==> config.mk <==
export PLATFORM = sky130hd
export DESIGN_NAME = real_dft14_pack_and_unpack
export DESIGN_NICKNAME = d
export VERILOG_FILES = /design/src/hw/rtl/dft14_pkg.sv /design/src/hw/rtl/dft14_ctrl.sv /design/src/hw/rtl/dft14_dp.sv /design/src/hw/rtl/real_dft14_pack_and_unpack.sv
export VERILOG_INCLUDE_DIRS = /design/src /design/src/hw/rtl
export SDC_FILE = /design/constraint.sdc
export NUM_CORES = 2
export LEC_CHECK = 0
export BUFFER_PORTS_ARGS = -buffer_cell sky130_fd_sc_hd__buf_2
export CAP_MARGIN = 15
export CORE_ASPECT_RATIO = 2
export CORE_MARGIN = 2
export CORE_UTILIZATION = 55
export DETAILED_ROUTE_END_ITERATION = 6
export MAX_ROUTING_LAYER = met4
export PLACE_DENSITY_LB_ADDON = 0.08
export SYNTH_ARGS = -nofsm -noshare
export SYNTH_HDL_FRONTEND = slang
export SYNTH_SLANG_ARGS = --single-unit
==> constraint.sdc <==
create_clock -name clk -period 47.6 [get_ports clk]
set_input_delay 14.28 -clock clk [delete_from_list [all_inputs] [get_ports clk]]
set_output_delay 14.28 -clock clk [all_outputs]
set_load 0.02 [all_outputs]
==> src/hw/rtl/assert_macros.svh <==
// Assertion macros for the project's RTL.
`ifndef ASSERT_MACROS_SVH
`define ASSERT_MACROS_SVH
`ifndef NO_ASSERTIONS
`define ASSERT_IMPL(label, clk, rst, a, c) \
  label: assert property (@(posedge clk) disable iff (rst) (a) |-> (c)) else $error("%m");
`define ASSERT_NEXT(label, clk, rst, a, c) \
  label: assert property (@(posedge clk) disable iff (rst) (a) |=> (c)) else $error("%m");
`else
`define ASSERT_IMPL(label, clk, rst, a, c)
`define ASSERT_NEXT(label, clk, rst, a, c)
`endif
`endif

==> src/hw/rtl/dft14_pkg.sv <==
// ----------------------------------------------------------------------------
// dft14_pkg
// Shared constants and types for the radix-14 real DFT block.
// ----------------------------------------------------------------------------
package dft14_pkg;
  localparam int FRAME_LEN = 14;
  localparam int VALUE_W = 24;
  localparam int POS_W = 4;
  localparam logic [POS_W-1:0] LAST_POS = 4'd13;

  // cos/sin of k*pi/7 at 32 fraction bits.
  localparam logic [31:0] MASTER_COEF [6] = '{
    32'd3869631822, 32'd1863516470, 32'd2677868308,
    32'd3357940648, 32'd955720134, 32'd4187283499
  };

  typedef enum logic [2:0] {
    ST_FILL = 3'b001,
    ST_CALC = 3'b010,
    ST_EMIT = 3'b100
  } state_t;

  typedef struct packed {
    logic load;
    logic calc;
    logic emit;
    logic [POS_W-1:0] pos;
  } dft14_cmd_t;
endpackage

==> src/hw/rtl/dft14_ctrl.sv <==
// ----------------------------------------------------------------------------
// dft14_ctrl
// Sequencer: fills a frame, runs the transform, streams fourteen values.
// ----------------------------------------------------------------------------
module dft14_ctrl import dft14_pkg::*; (
  input  logic clk,
  input  logic rst,
  input  logic start,
  input  logic calc_done,
  output logic busy,
  output dft14_cmd_t cmd
);
  state_t state, state_next;
  logic [POS_W-1:0] fill_count, pos;

  assign busy = (state != ST_FILL);
  assign cmd.load = start && (state == ST_FILL);
  assign cmd.calc = (state == ST_CALC);
  assign cmd.emit = (state == ST_EMIT);
  assign cmd.pos = pos;

  always_comb begin
    state_next = state;
    case (state)
      ST_FILL: if (start && fill_count == LAST_POS) state_next = ST_CALC;
      ST_CALC: if (calc_done) state_next = ST_EMIT;
      ST_EMIT: if (pos == LAST_POS) state_next = ST_FILL;
      default: state_next = ST_FILL;
    endcase
  end

  always_ff @(posedge clk) begin
    if (rst) begin
      state <= ST_FILL;
      fill_count <= '0;
      pos <= '0;
    end else begin
      state <= state_next;
      if (cmd.load) fill_count <= (fill_count == LAST_POS) ? '0 : fill_count + 1'b1;
      if (cmd.emit) pos <= (pos == LAST_POS) ? '0 : pos + 1'b1;
    end
  end
endmodule

==> src/hw/rtl/dft14_dp.sv <==
// ----------------------------------------------------------------------------
// dft14_dp
// Datapath: frame buffer, one shared rounding multiplier, accumulator.
// A micro-program of multiply-accumulate steps builds the other output values; two are formed from sums alone.
// ----------------------------------------------------------------------------
module dft14_dp import dft14_pkg::*; #(
  parameter int SAMPLE_WIDTH = 16,
  parameter int COEF_FRAC_BITS = 16
) (
  input  logic clk,
  input  logic rst,
  input  dft14_cmd_t cmd,
  input  logic signed [SAMPLE_WIDTH-1:0] sample,
  input  logic inverse_mode,
  output logic calc_done,
  output logic signed [VALUE_W-1:0] value
);
  localparam int AW = SAMPLE_WIDTH + 8;
  localparam int CW = COEF_FRAC_BITS + 2;
  localparam int PW = AW + CW;

  // Coefficient k (0..5), forward or doubled for inverse.
  function automatic logic [CW-1:0] coef(input logic [2:0] k, input logic inv);
    logic [32:0] m;
    logic [32:0] r;
    begin
      m = {1'b0, MASTER_COEF[k]};
      if (inv) r = (m + (33'd1 << (30 - COEF_FRAC_BITS))) >> (31 - COEF_FRAC_BITS);
      else     r = (m + (33'd1 << (31 - COEF_FRAC_BITS))) >> (32 - COEF_FRAC_BITS);
      coef = r[CW-1:0];
    end
  endfunction

  logic signed [SAMPLE_WIDTH-1:0] buf_q [FRAME_LEN];
  logic [3:0] wr_idx;
  logic signed [AW-1:0] res [FRAME_LEN];

  // Butterfly sums, registered.
  logic signed [AW-1:0] bp [7];
  logic signed [AW-1:0] bd [7];
  logic signed [AW-1:0] tA [3];
  logic signed [AW-1:0] tB [3];
  logic signed [AW-1:0] tC [3];
  logic signed [AW-1:0] tD [3];

  // Step counter: step 0 captures butterflies, step 1 forms the groups,
  // steps 2..37 issue the 36 products, step 40 ends the calculation.
  logic [5:0] step;
  logic [2:0] out_k;

  // Term table per step: source operand, coefficient, sign.
  logic signed [AW-1:0] op;
  logic [2:0] ck;
  logic neg;
  logic signed [PW-1:0] prod;
  logic signed [AW-1:0] pr;
  logic signed [AW-1:0] accu, accv;

  function automatic logic signed [AW-1:0] sx(input logic signed [SAMPLE_WIDTH-1:0] a);
    sx = AW'(a);
  endfunction

  // Schedule: out_k selects row 1..6, step within row selects term 0..5.
  logic [2:0] term;
  always_comb begin
    op = '0; ck = '0; neg = 1'b0;
    if (!inverse_mode) begin
      // terms 0..2 -> real row, 3..5 -> imag row
      case ({out_k, term})
        {3'd1,3'd0}: begin op = tB[0]; ck = 3'd0; neg = 1'b1; end
        {3'd1,3'd1}: begin op = tB[1]; ck = 3'd2; end
        {3'd1,3'd2}: begin op = tB[2]; ck = 3'd4; neg = 1'b1; end
        {3'd1,3'd3}: begin op = tC[0]; ck = 3'd1; end
        {3'd1,3'd4}: begin op = tC[1]; ck = 3'd3; end
        {3'd1,3'd5}: begin op = tC[2]; ck = 3'd5; end
        {3'd2,3'd0}: begin op = tA[2]; ck = 3'd0; neg = 1'b1; end
        {3'd2,3'd1}: begin op = tA[0]; ck = 3'd2; end
        {3'd2,3'd2}: begin op = tA[1]; ck = 3'd4; neg = 1'b1; end
        {3'd2,3'd3}: begin op = tD[2]; ck = 3'd1; end
        {3'd2,3'd4}: begin op = tD[0]; ck = 3'd3; end
        {3'd2,3'd5}: begin op = tD[1]; ck = 3'd5; end
        {3'd3,3'd0}: begin op = tB[1]; ck = 3'd0; neg = 1'b1; end
        {3'd3,3'd1}: begin op = tB[2]; ck = 3'd2; end
        {3'd3,3'd2}: begin op = tB[0]; ck = 3'd4; neg = 1'b1; end
        {3'd3,3'd3}: begin op = tC[1]; ck = 3'd1; end
        {3'd3,3'd4}: begin op = tC[2]; ck = 3'd3; neg = 1'b1; end
        {3'd3,3'd5}: begin op = tC[0]; ck = 3'd5; end
        {3'd4,3'd0}: begin op = tA[1]; ck = 3'd0; neg = 1'b1; end
        {3'd4,3'd1}: begin op = tA[2]; ck = 3'd2; end
        {3'd4,3'd2}: begin op = tA[0]; ck = 3'd4; neg = 1'b1; end
        {3'd4,3'd3}: begin op = tD[1]; ck = 3'd1; neg = 1'b1; end
        {3'd4,3'd4}: begin op = tD[2]; ck = 3'd3; neg = 1'b1; end
        {3'd4,3'd5}: begin op = tD[0]; ck = 3'd5; end
        {3'd5,3'd0}: begin op = tB[2]; ck = 3'd0; neg = 1'b1; end
        {3'd5,3'd1}: begin op = tB[0]; ck = 3'd2; end
        {3'd5,3'd2}: begin op = tB[1]; ck = 3'd4; neg = 1'b1; end
        {3'd5,3'd3}: begin op = tC[2]; ck = 3'd1; end
        {3'd5,3'd4}: begin op = tC[0]; ck = 3'd3; end
        {3'd5,3'd5}: begin op = tC[1]; ck = 3'd5; neg = 1'b1; end
        {3'd6,3'd0}: begin op = tA[0]; ck = 3'd0; neg = 1'b1; end
        {3'd6,3'd1}: begin op = tA[1]; ck = 3'd2; end
        {3'd6,3'd2}: begin op = tA[2]; ck = 3'd4; neg = 1'b1; end
        {3'd6,3'd3}: begin op = tD[0]; ck = 3'd1; end
        {3'd6,3'd4}: begin op = tD[1]; ck = 3'd3; neg = 1'b1; end
        {3'd6,3'd5}: begin op = tD[2]; ck = 3'd5; end
        default: begin op = '0; ck = '0; neg = 1'b0; end
      endcase
    end else begin
      // inverse: terms 0..2 build u, 3..5 build v. k1=c(1),k2=c(0),k3=c(3),
      // k4=c(2),k5=c(5),k6=c(4). tA: da,dc,de  tB: pa,pc,pe  tC: pb,pd,pf
      // tD: db,dd,df
      case ({out_k, term})
        {3'd1,3'd0}: begin op = tA[1]; ck = 3'd2; end
        {3'd1,3'd1}: begin op = tA[2]; ck = 3'd4; neg = 1'b1; end
        {3'd1,3'd2}: begin op = tA[0]; ck = 3'd0; neg = 1'b1; end
        {3'd1,3'd3}: begin op = tC[0]; ck = 3'd1; end
        {3'd1,3'd4}: begin op = tC[1]; ck = 3'd3; end
        {3'd1,3'd5}: begin op = tC[2]; ck = 3'd5; end
        {3'd2,3'd0}: begin op = tB[0]; ck = 3'd2; end
        {3'd2,3'd1}: begin op = tB[2]; ck = 3'd0; neg = 1'b1; end
        {3'd2,3'd2}: begin op = tB[1]; ck = 3'd4; neg = 1'b1; end
        {3'd2,3'd3}: begin op = tD[2]; ck = 3'd1; end
        {3'd2,3'd4}: begin op = tD[0]; ck = 3'd3; end
        {3'd2,3'd5}: begin op = tD[1]; ck = 3'd5; end
        {3'd3,3'd0}: begin op = tA[2]; ck = 3'd2; end
        {3'd3,3'd1}: begin op = tA[1]; ck = 3'd0; neg = 1'b1; end
        {3'd3,3'd2}: begin op = tA[0]; ck = 3'd4; neg = 1'b1; end
        {3'd3,3'd3}: begin op = tC[2]; ck = 3'd3; end
        {3'd3,3'd4}: begin op = tC[1]; ck = 3'd1; neg = 1'b1; end
        {3'd3,3'd5}: begin op = tC[0]; ck = 3'd5; neg = 1'b1; end
        {3'd4,3'd0}: begin op = tB[2]; ck = 3'd2; end
        {3'd4,3'd1}: begin op = -tB[0]; ck = 3'd4; end
        {3'd4,3'd2}: begin op = tB[1]; ck = 3'd0; neg = 1'b1; end
        {3'd4,3'd3}: begin op = tD[1]; ck = 3'd1; end
        {3'd4,3'd4}: begin op = tD[2]; ck = 3'd3; end
        {3'd4,3'd5}: begin op = tD[0]; ck = 3'd5; neg = 1'b1; end
        {3'd5,3'd0}: begin op = tA[0]; ck = 3'd2; end
        {3'd5,3'd1}: begin op = tA[2]; ck = 3'd0; neg = 1'b1; end
        {3'd5,3'd2}: begin op = tA[1]; ck = 3'd4; neg = 1'b1; end
        {3'd5,3'd3}: begin op = tC[1]; ck = 3'd5; end
        {3'd5,3'd4}: begin op = tC[2]; ck = 3'd1; neg = 1'b1; end
        {3'd5,3'd5}: begin op = tC[0]; ck = 3'd3; neg = 1'b1; end
        {3'd6,3'd0}: begin op = tB[1]; ck = 3'd2; end
        {3'd6,3'd1}: begin op = tB[0]; ck = 3'd0; neg = 1'b1; end
        {3'd6,3'd2}: begin op = tB[2]; ck = 3'd4; neg = 1'b1; end
        {3'd6,3'd3}: begin op = tD[1]; ck = 3'd3; end
        {3'd6,3'd4}: begin op = tD[0]; ck = 3'd1; neg = 1'b1; end
        {3'd6,3'd5}: begin op = tD[2]; ck = 3'd5; neg = 1'b1; end
        default: begin op = '0; ck = '0; neg = 1'b0; end
      endcase
    end
  end

  // Pipeline: a term is issued; product registered; accumulate next cycle.
  logic issue_v, acc_v, acc_neg, acc_last;
  logic [2:0] acc_term, acc_k;
  logic [2:0] acc_idx;
  assign pr = AW'((prod + (PW'(1) <<< (COEF_FRAC_BITS - 1))) >>> COEF_FRAC_BITS);
  assign calc_done = (step == 6'd40);

  always_ff @(posedge clk) begin
    if (cmd.load) buf_q[wr_idx] <= sample;
    if (rst) begin
      wr_idx <= '0;
      step <= '0;
      issue_v <= 1'b0;
      acc_v <= 1'b0;
    end else begin
      if (cmd.load) wr_idx <= (wr_idx == LAST_POS) ? '0 : wr_idx + 1'b1;
      if (cmd.calc) step <= step + 1'b1;
      else step <= '0;
      // The groups are ready after step 1, so issuing starts at step 2.
      if (cmd.calc && step == 6'd1) issue_v <= 1'b1;
      else if (issue_v && out_k == 3'd6 && term == 3'd5) issue_v <= 1'b0;
      acc_v <= issue_v;
    end
    // Row and term counters walk the 36 products in order.
    if (cmd.calc && step == 6'd1) begin
      out_k <= 3'd1;
      term <= '0;
    end else if (issue_v) begin
      if (term == 3'd5) begin
        term <= '0;
        out_k <= out_k + 3'd1;
      end else begin
        term <= term + 3'd1;
      end
    end
    prod <= $signed(op) * $signed({1'b0, coef(ck, inverse_mode)});
    acc_neg <= neg;
    acc_term <= term;
    acc_k <= out_k;
    acc_idx <= acc_k;
    if (acc_v) begin
      // forward rows: real -> res[2k-1], imag -> res[2k]
      // inverse rows: u -> accu, v -> accv
      if (acc_term == 3'd0) accu <= (acc_neg ? -pr : pr);
      else if (acc_term < 3'd3) accu <= accu + (acc_neg ? -pr : pr);
      else if (acc_term == 3'd3) accv <= (acc_neg ? -pr : pr);
      else accv <= accv + (acc_neg ? -pr : pr);
    end
    if (step == 6'd0 && cmd.calc) begin
      if (!inverse_mode) begin
        for (int i = 0; i < 7; i++) begin
          bp[i] <= (i == 0) ? sx(buf_q[0]) + sx(buf_q[7]) : sx(buf_q[14-i]) + sx(buf_q[i]);
          bd[i] <= (i == 0) ? sx(buf_q[0]) - sx(buf_q[7]) : sx(buf_q[14-i]) - sx(buf_q[i]);
        end
      end else begin
        bp[0] <= sx(buf_q[0]) + sx(buf_q[13]);
        bd[0] <= sx(buf_q[0]) - sx(buf_q[13]);
      end
    end
    if (step == 6'd1) begin
      if (!inverse_mode) begin
        tA[0] <= bp[1] + bp[6]; tA[1] <= bp[2] + bp[5]; tA[2] <= bp[3] + bp[4];
        tB[0] <= bp[6] - bp[1]; tB[1] <= bp[2] - bp[5]; tB[2] <= bp[4] - bp[3];
        tC[0] <= bd[1] + bd[6]; tC[1] <= bd[2] + bd[5]; tC[2] <= bd[3] + bd[4];
        tD[0] <= bd[1] - bd[6]; tD[1] <= bd[2] - bd[5]; tD[2] <= bd[3] - bd[4];
      end else begin
        tA[0] <= sx(buf_q[11]) - sx(buf_q[1]);
        tA[1] <= sx(buf_q[3]) - sx(buf_q[9]);
        tA[2] <= sx(buf_q[7]) - sx(buf_q[5]);
        tB[0] <= sx(buf_q[1]) + sx(buf_q[11]);
        tB[1] <= sx(buf_q[3]) + sx(buf_q[9]);
        tB[2] <= sx(buf_q[5]) + sx(buf_q[7]);
        tC[0] <= sx(buf_q[2]) + sx(buf_q[12]);
        tC[1] <= sx(buf_q[4]) + sx(buf_q[10]);
        tC[2] <= sx(buf_q[6]) + sx(buf_q[8]);
        tD[0] <= sx(buf_q[2]) - sx(buf_q[12]);
        tD[1] <= sx(buf_q[4]) - sx(buf_q[10]);
        tD[2] <= sx(buf_q[6]) - sx(buf_q[8]);
      end
    end
    if (step == 6'd2) begin
      if (!inverse_mode) begin
        res[0] <= bp[0] + tA[0] + tA[1] + tA[2];
        res[13] <= bd[0] + tB[0] + tB[1] + tB[2];
      end else begin
        res[0] <= ((tB[2] + tB[0] + tB[1]) <<< 1) + bp[0];
        res[7] <= ((tA[0] + tA[1] + tA[2]) <<< 1) + bd[0];
      end
    end
    // Row finished when its last v term has been accumulated.
    acc_last <= acc_v && acc_term == 3'd5;
    if (acc_last) begin
      if (!inverse_mode) begin
        res[4'(2*acc_idx-1)] <= accu + ((acc_idx[0]) ? bd[0] : bp[0]);
        res[4'(2*acc_idx)] <= accv;
      end else begin
        if (acc_idx <= 3'd2) begin
          res[4'(acc_idx)] <= accu + (acc_idx[0] ? bd[0] : bp[0]) - accv;
          res[4'(14-acc_idx)] <= accu + (acc_idx[0] ? bd[0] : bp[0]) + accv;
        end else begin
          res[4'(acc_idx)] <= accu + (acc_idx[0] ? bd[0] : bp[0]) + accv;
          res[4'(14-acc_idx)] <= accu + (acc_idx[0] ? bd[0] : bp[0]) - accv;
        end
      end
    end
    if (cmd.emit) value <= VALUE_W'(res[cmd.pos]);
  end
endmodule

==> src/hw/rtl/real_dft14_pack_and_unpack.sv <==
// Samples load at one per cycle while busy is low; busy then keeps out the next
// frame while one shared rounding multiplier serves 36 products per frame.
// Reset (rst, synchronous) clears the sequencer, counts and batch flag;
// the receiver cannot stall, each value shows for one cycle with out_valid.
// ----------------------------------------------------------------------------
// real_dft14_pack_and_unpack
// Streaming radix-14 real DFT with half-complex packing, forward and inverse.
// ----------------------------------------------------------------------------
`include "assert_macros.svh"
module real_dft14_pack_and_unpack import dft14_pkg::*; #(
  parameter int SAMPLE_WIDTH = 16,
  parameter int COEF_FRAC_BITS = 16
) (
  input  logic clk,
  input  logic rst,
  input  logic start,
  output logic busy,
  input  logic signed [SAMPLE_WIDTH-1:0] sample,
  input  logic batch_end,
  input  logic cfg_valid,
  output logic cfg_ready,
  input  logic cfg_data,
  output logic out_valid,
  output logic signed [VALUE_W-1:0] value,
  output logic [POS_W-1:0] position,
  output logic frame_last,
  output logic batch_done
);
  dft14_cmd_t cmd;
  logic calc_done, inverse_mode, batch_pending;

  assign cfg_ready = 1'b1;

  dft14_ctrl u_ctrl (.clk, .rst, .start, .calc_done, .busy, .cmd);
  dft14_dp #(.SAMPLE_WIDTH(SAMPLE_WIDTH), .COEF_FRAC_BITS(COEF_FRAC_BITS)) u_dp (
    .clk, .rst, .cmd, .sample, .inverse_mode, .calc_done, .value);

  // The output value register holds a value in the cycle after its emit command.
  always_ff @(posedge clk) begin
    if (rst) begin
      inverse_mode <= 1'b0;
      batch_pending <= 1'b0;
      out_valid <= 1'b0;
    end else begin
      if (cfg_valid && cfg_ready) inverse_mode <= cfg_data;
      out_valid <= cmd.emit;
      if (cmd.load && batch_end) batch_pending <= 1'b1;
      else if (cmd.emit && cmd.pos == LAST_POS) batch_pending <= 1'b0;
    end
    position <= cmd.pos;
    frame_last <= cmd.pos == LAST_POS;
    batch_done <= (cmd.pos == LAST_POS) && batch_pending;
  end

  `ASSERT_IMPL(a_no_load_busy, clk, rst, cmd.load, !busy)
  `ASSERT_NEXT(a_last_ends, clk, rst, out_valid && frame_last, !out_valid)
  `ASSERT_IMPL(a_done_last, clk, rst, batch_done, frame_last && out_valid)
endmodule
==> metrics.md <==
| Metric | Value |
|---|---|
| Status | finished, violations left |
| Failing checks | DRC |
| Detail Route Antenna Nets | 0 |
| Layout cell share with drive strength beyond 1 | 7.112% |
| Drt initial violations | 8,821 |
| CTS tree | done |
| Fin Hold WS | 0.3311 ns |
| Ys async rst share | 0% |
| Initial antenna violation count | 11 |
| Clk Tree Root Cell | clkbuf_16 |
| RePlAce Congestion | 1.035 |
| Flop2flop setup slack | 34.37 ns |
| First-pass GRT wire length | 602,100 um |
| DR vias | 88,613 |
| Post-synth EDFFs | 1,145 |
| Crit start category | register |
| Critical path class | reg2out |
| Post-Syn Instances | 11,112 |
| Row cnt | 229 |
| Post-CTS resize count | 0 |
| Max FO, Critical Path | 9 |
| Drt drc | 18 |
| Vias in the first global route | 90,639 |
| Post-synth top flop | edfxtp_1 |
| Net count, final | 12,597 |
| Average vias per placed instance | 6.474 |
| Area grow syn2layout | 7.258% |
| Arr. time, crit path | 1.81 ns |
| Slew @ Worst Pin | 1.309 ns |
| Die H | 630.1 um |
| Final instance area | 0.1156 sq mm |
| Data required, critical path | 33.32 ns |
| DR WL/cell | 30.87 um |
| Synthesized area | 0.1078 sq mm |
| CTS buffer count | 114 |
| Final min period | 16.09 ns |
| Crit end category | output port |
| Postcts setup bufs | 0 |
| Normalized max-slew margin | 12.71% |
| IO Pins | 55 |
| Overflow after GRT | 0 |
| Hold Path Class | reg2reg |
| Core area | 0.1946 sq mm |
| Post-DP Area | 0.1116 sq mm |
| Initial Utilization | 55.42% |
| Largest net degree at the start of global routing | 130 |
| Seq/Total Area, Yosys | 33.27% |
| Gr usage total | 43.36% |
| Worst clock skew | 0.1074 ns |
| Register bit total from synthesis | 1,219 |
| Crit share post-route | 33.80% |
| P per Cell Area | 23.23 mW/mm^2 |
| Worst vdd ir | 0.04680 mV |
| TritonCTS Sinks | 1,219 |
| Leakage | 47.21 nW |
| Max Root-Sink Buffers | 3 |
| Max-cap violations | 0 |
| F_max | 0.06216 GHz |
| Setup Slack @ Placement | 31.44 ns |
| Full die area | 0.1998 sq mm |
| Skew-Pair Late Insertion Delay | 0.83 ns |
| HPWL Detailed | 334,100 um |
| Yosys warnings | 0 |
| Final setup violation count | 0 |
| Post-synth cell types | 96 |
| Unrepaired setup endpoints after global routing | false |
| Total power | 0.002686 W |
| Setup tns final | 0 ns |
| Clk slew on worst S/H paths | 0.07 ns |
| Final worst slack | 31.51 ns |
| Cts hold-fix bufs | 0 |
| H-tree depth | 3 |
| # port buffers | 53 |
| Final Max Slew Viols | 0 |
| DR pass1 iterations | 7 |
| Die width | 317.1 um |
| Final wirelength | 422,500 um |
| Final hold viol count | 0 |
| Synthesized area per cell | 9.702 sq um |
where the power goes:
group / internal, W / total, W / switching, W
Clock: 0.000513 / 0.000986 / 0.000473
Sequential: 0.00119 / 0.00120 / 0.0000192
Combinational: 0.000198 / 0.000495 / 0.000297
registers in the layout, summed over array words and instances (netlist names), 4 cells and up:
| register | cells |
|---|---|
| position | 4 |
| u_ctrl.fill_count | 4 |
| u_ctrl.pos | 4 |
| u_dp.accu | 24 |
| u_dp.accv | 24 |
| u_dp.bd | 119 |
| u_dp.bp | 112 |
| u_dp.buf_q | 224 |
| u_dp.prod | 25 |
| u_dp.res | 336 |
| u_dp.step | 6 |
| u_dp.tA | 69 |
| u_dp.tB | 72 |
| u_dp.tC | 70 |
| u_dp.tD | 71 |
| u_dp.value | 24 |
| u_dp.wr_idx | 4 |
cells in the mapped netlist (47+ instances only):
cell type	instances	area share [%]
inv_1	1335	4.6
edfxtp_1	1145	32
ha_1	972	11
a21oi_1	845	3.9
nand2_1	797	2.8
nor2_1	700	2.4
o21ai_0	668	3.1
fa_1	567	11
xnor2_1	505	4.1
clkbuf_1	423	1.5
mux2i_1	206	1.9
nor3_1	202	0.94
xor2_1	177	1.4
nor2b_1	162	0.94
a21o_1	159	1.1
o21bai_1	157	1.1
nand2b_1	147	0.85
nand3_1	138	0.64
a22oi_1	122	0.85
or3_1	111	0.64
and3_1	108	0.63
mux4_2	96	2.0
o31ai_1	88	0.61
a31oi_1	86	0.50
a211oi_1	85	0.59
a221oi_1	85	0.69
and2_1	74	0.43
dfxtp_1	74	1.4
a222oi_1	69	0.64
mux2_2	54	0.56
a21boi_0	50	0.35
buf_1	49	0.17
nand4_1	47	0.27
o21a_1	47	0.33
cells in the final DEF, fill, tap and decap left out, drive strengths merged, types with 202 or more instances in the layout:
cell type / synthesis / final
edfxtp: 1145 / 1145
xnor2: 505 / 505
mux2i: 206 / 206
o21ai: 679 / 679
nor3: 202 / 202
a21oi: 845 / 845
inv: 1338 / 1362
nor2: 700 / 700
ha: 972 / 972
nand2: 797 / 797
fa: 567 / 567
buf: 68 / 278
layer usage:
layer	global-route usage [%]	part of all wire [%]	vias up
li1	-	-	39012
met3	8.048	6.8	2049
met5	-	0	-
met2	73.47	50	4398
met1	39.40	30	43154
met4	44.06	13	0
layout make-up:
class,instances,area [sq um]
inverter,1346,5060
timing repair buffer,278,1996
multi-input combinational,8077,65590
clock buffer,131,2917
antenna,10,25.02
clock inverter,85,998.5
fill,16626,78910
tap,2541,3179
sequential,1219,35880
critical path, cell delays in order, from the launching register on:
cell and delay (ns):
dfxtp_1 0.34, nor3b_1 0.21, buf_4 0.24, inv_1 0.05, buf_2 0.15
through the flow:
stage          cells  utilization, %
2_1_floorplan  11133               -
3_3_place_gp   13453           57.36
3_5_place_dp   13455           57.37
4_1_cts        13671           59.39
5_1_grt        13686           59.44
6_report       13687           59.44
logic make-up (layout without fill, tap and decap cells):
group	count (synthesis)	after routing	synth area share, %
xor+xnor	683	683	5.562
mux	356	356	4.482
simple gates	2655	2655	11.72
flops	1219	1219	33.27
compound gates	2821	2821	16.71
fa+ha+maj	1539	1539	21.81
buf+inv	1837	1840	6.439
other cells	2	33	0.006966
path summary, 6_finish.rpt:
kind | start | to | depth (start not counted)
worst max-delay path | u_ctrl.state[0] | busy | 4
worst min-delay path | u_dp.acc_k[0] | u_dp.acc_idx[0] | 0
worst max register to register | u_dp.term[1] | u_dp.prod[39] | 46
worst min register to register | u_dp.acc_k[0] | u_dp.acc_idx[0] | 0
Note: power is estimated with default switching activity, not from simulation.
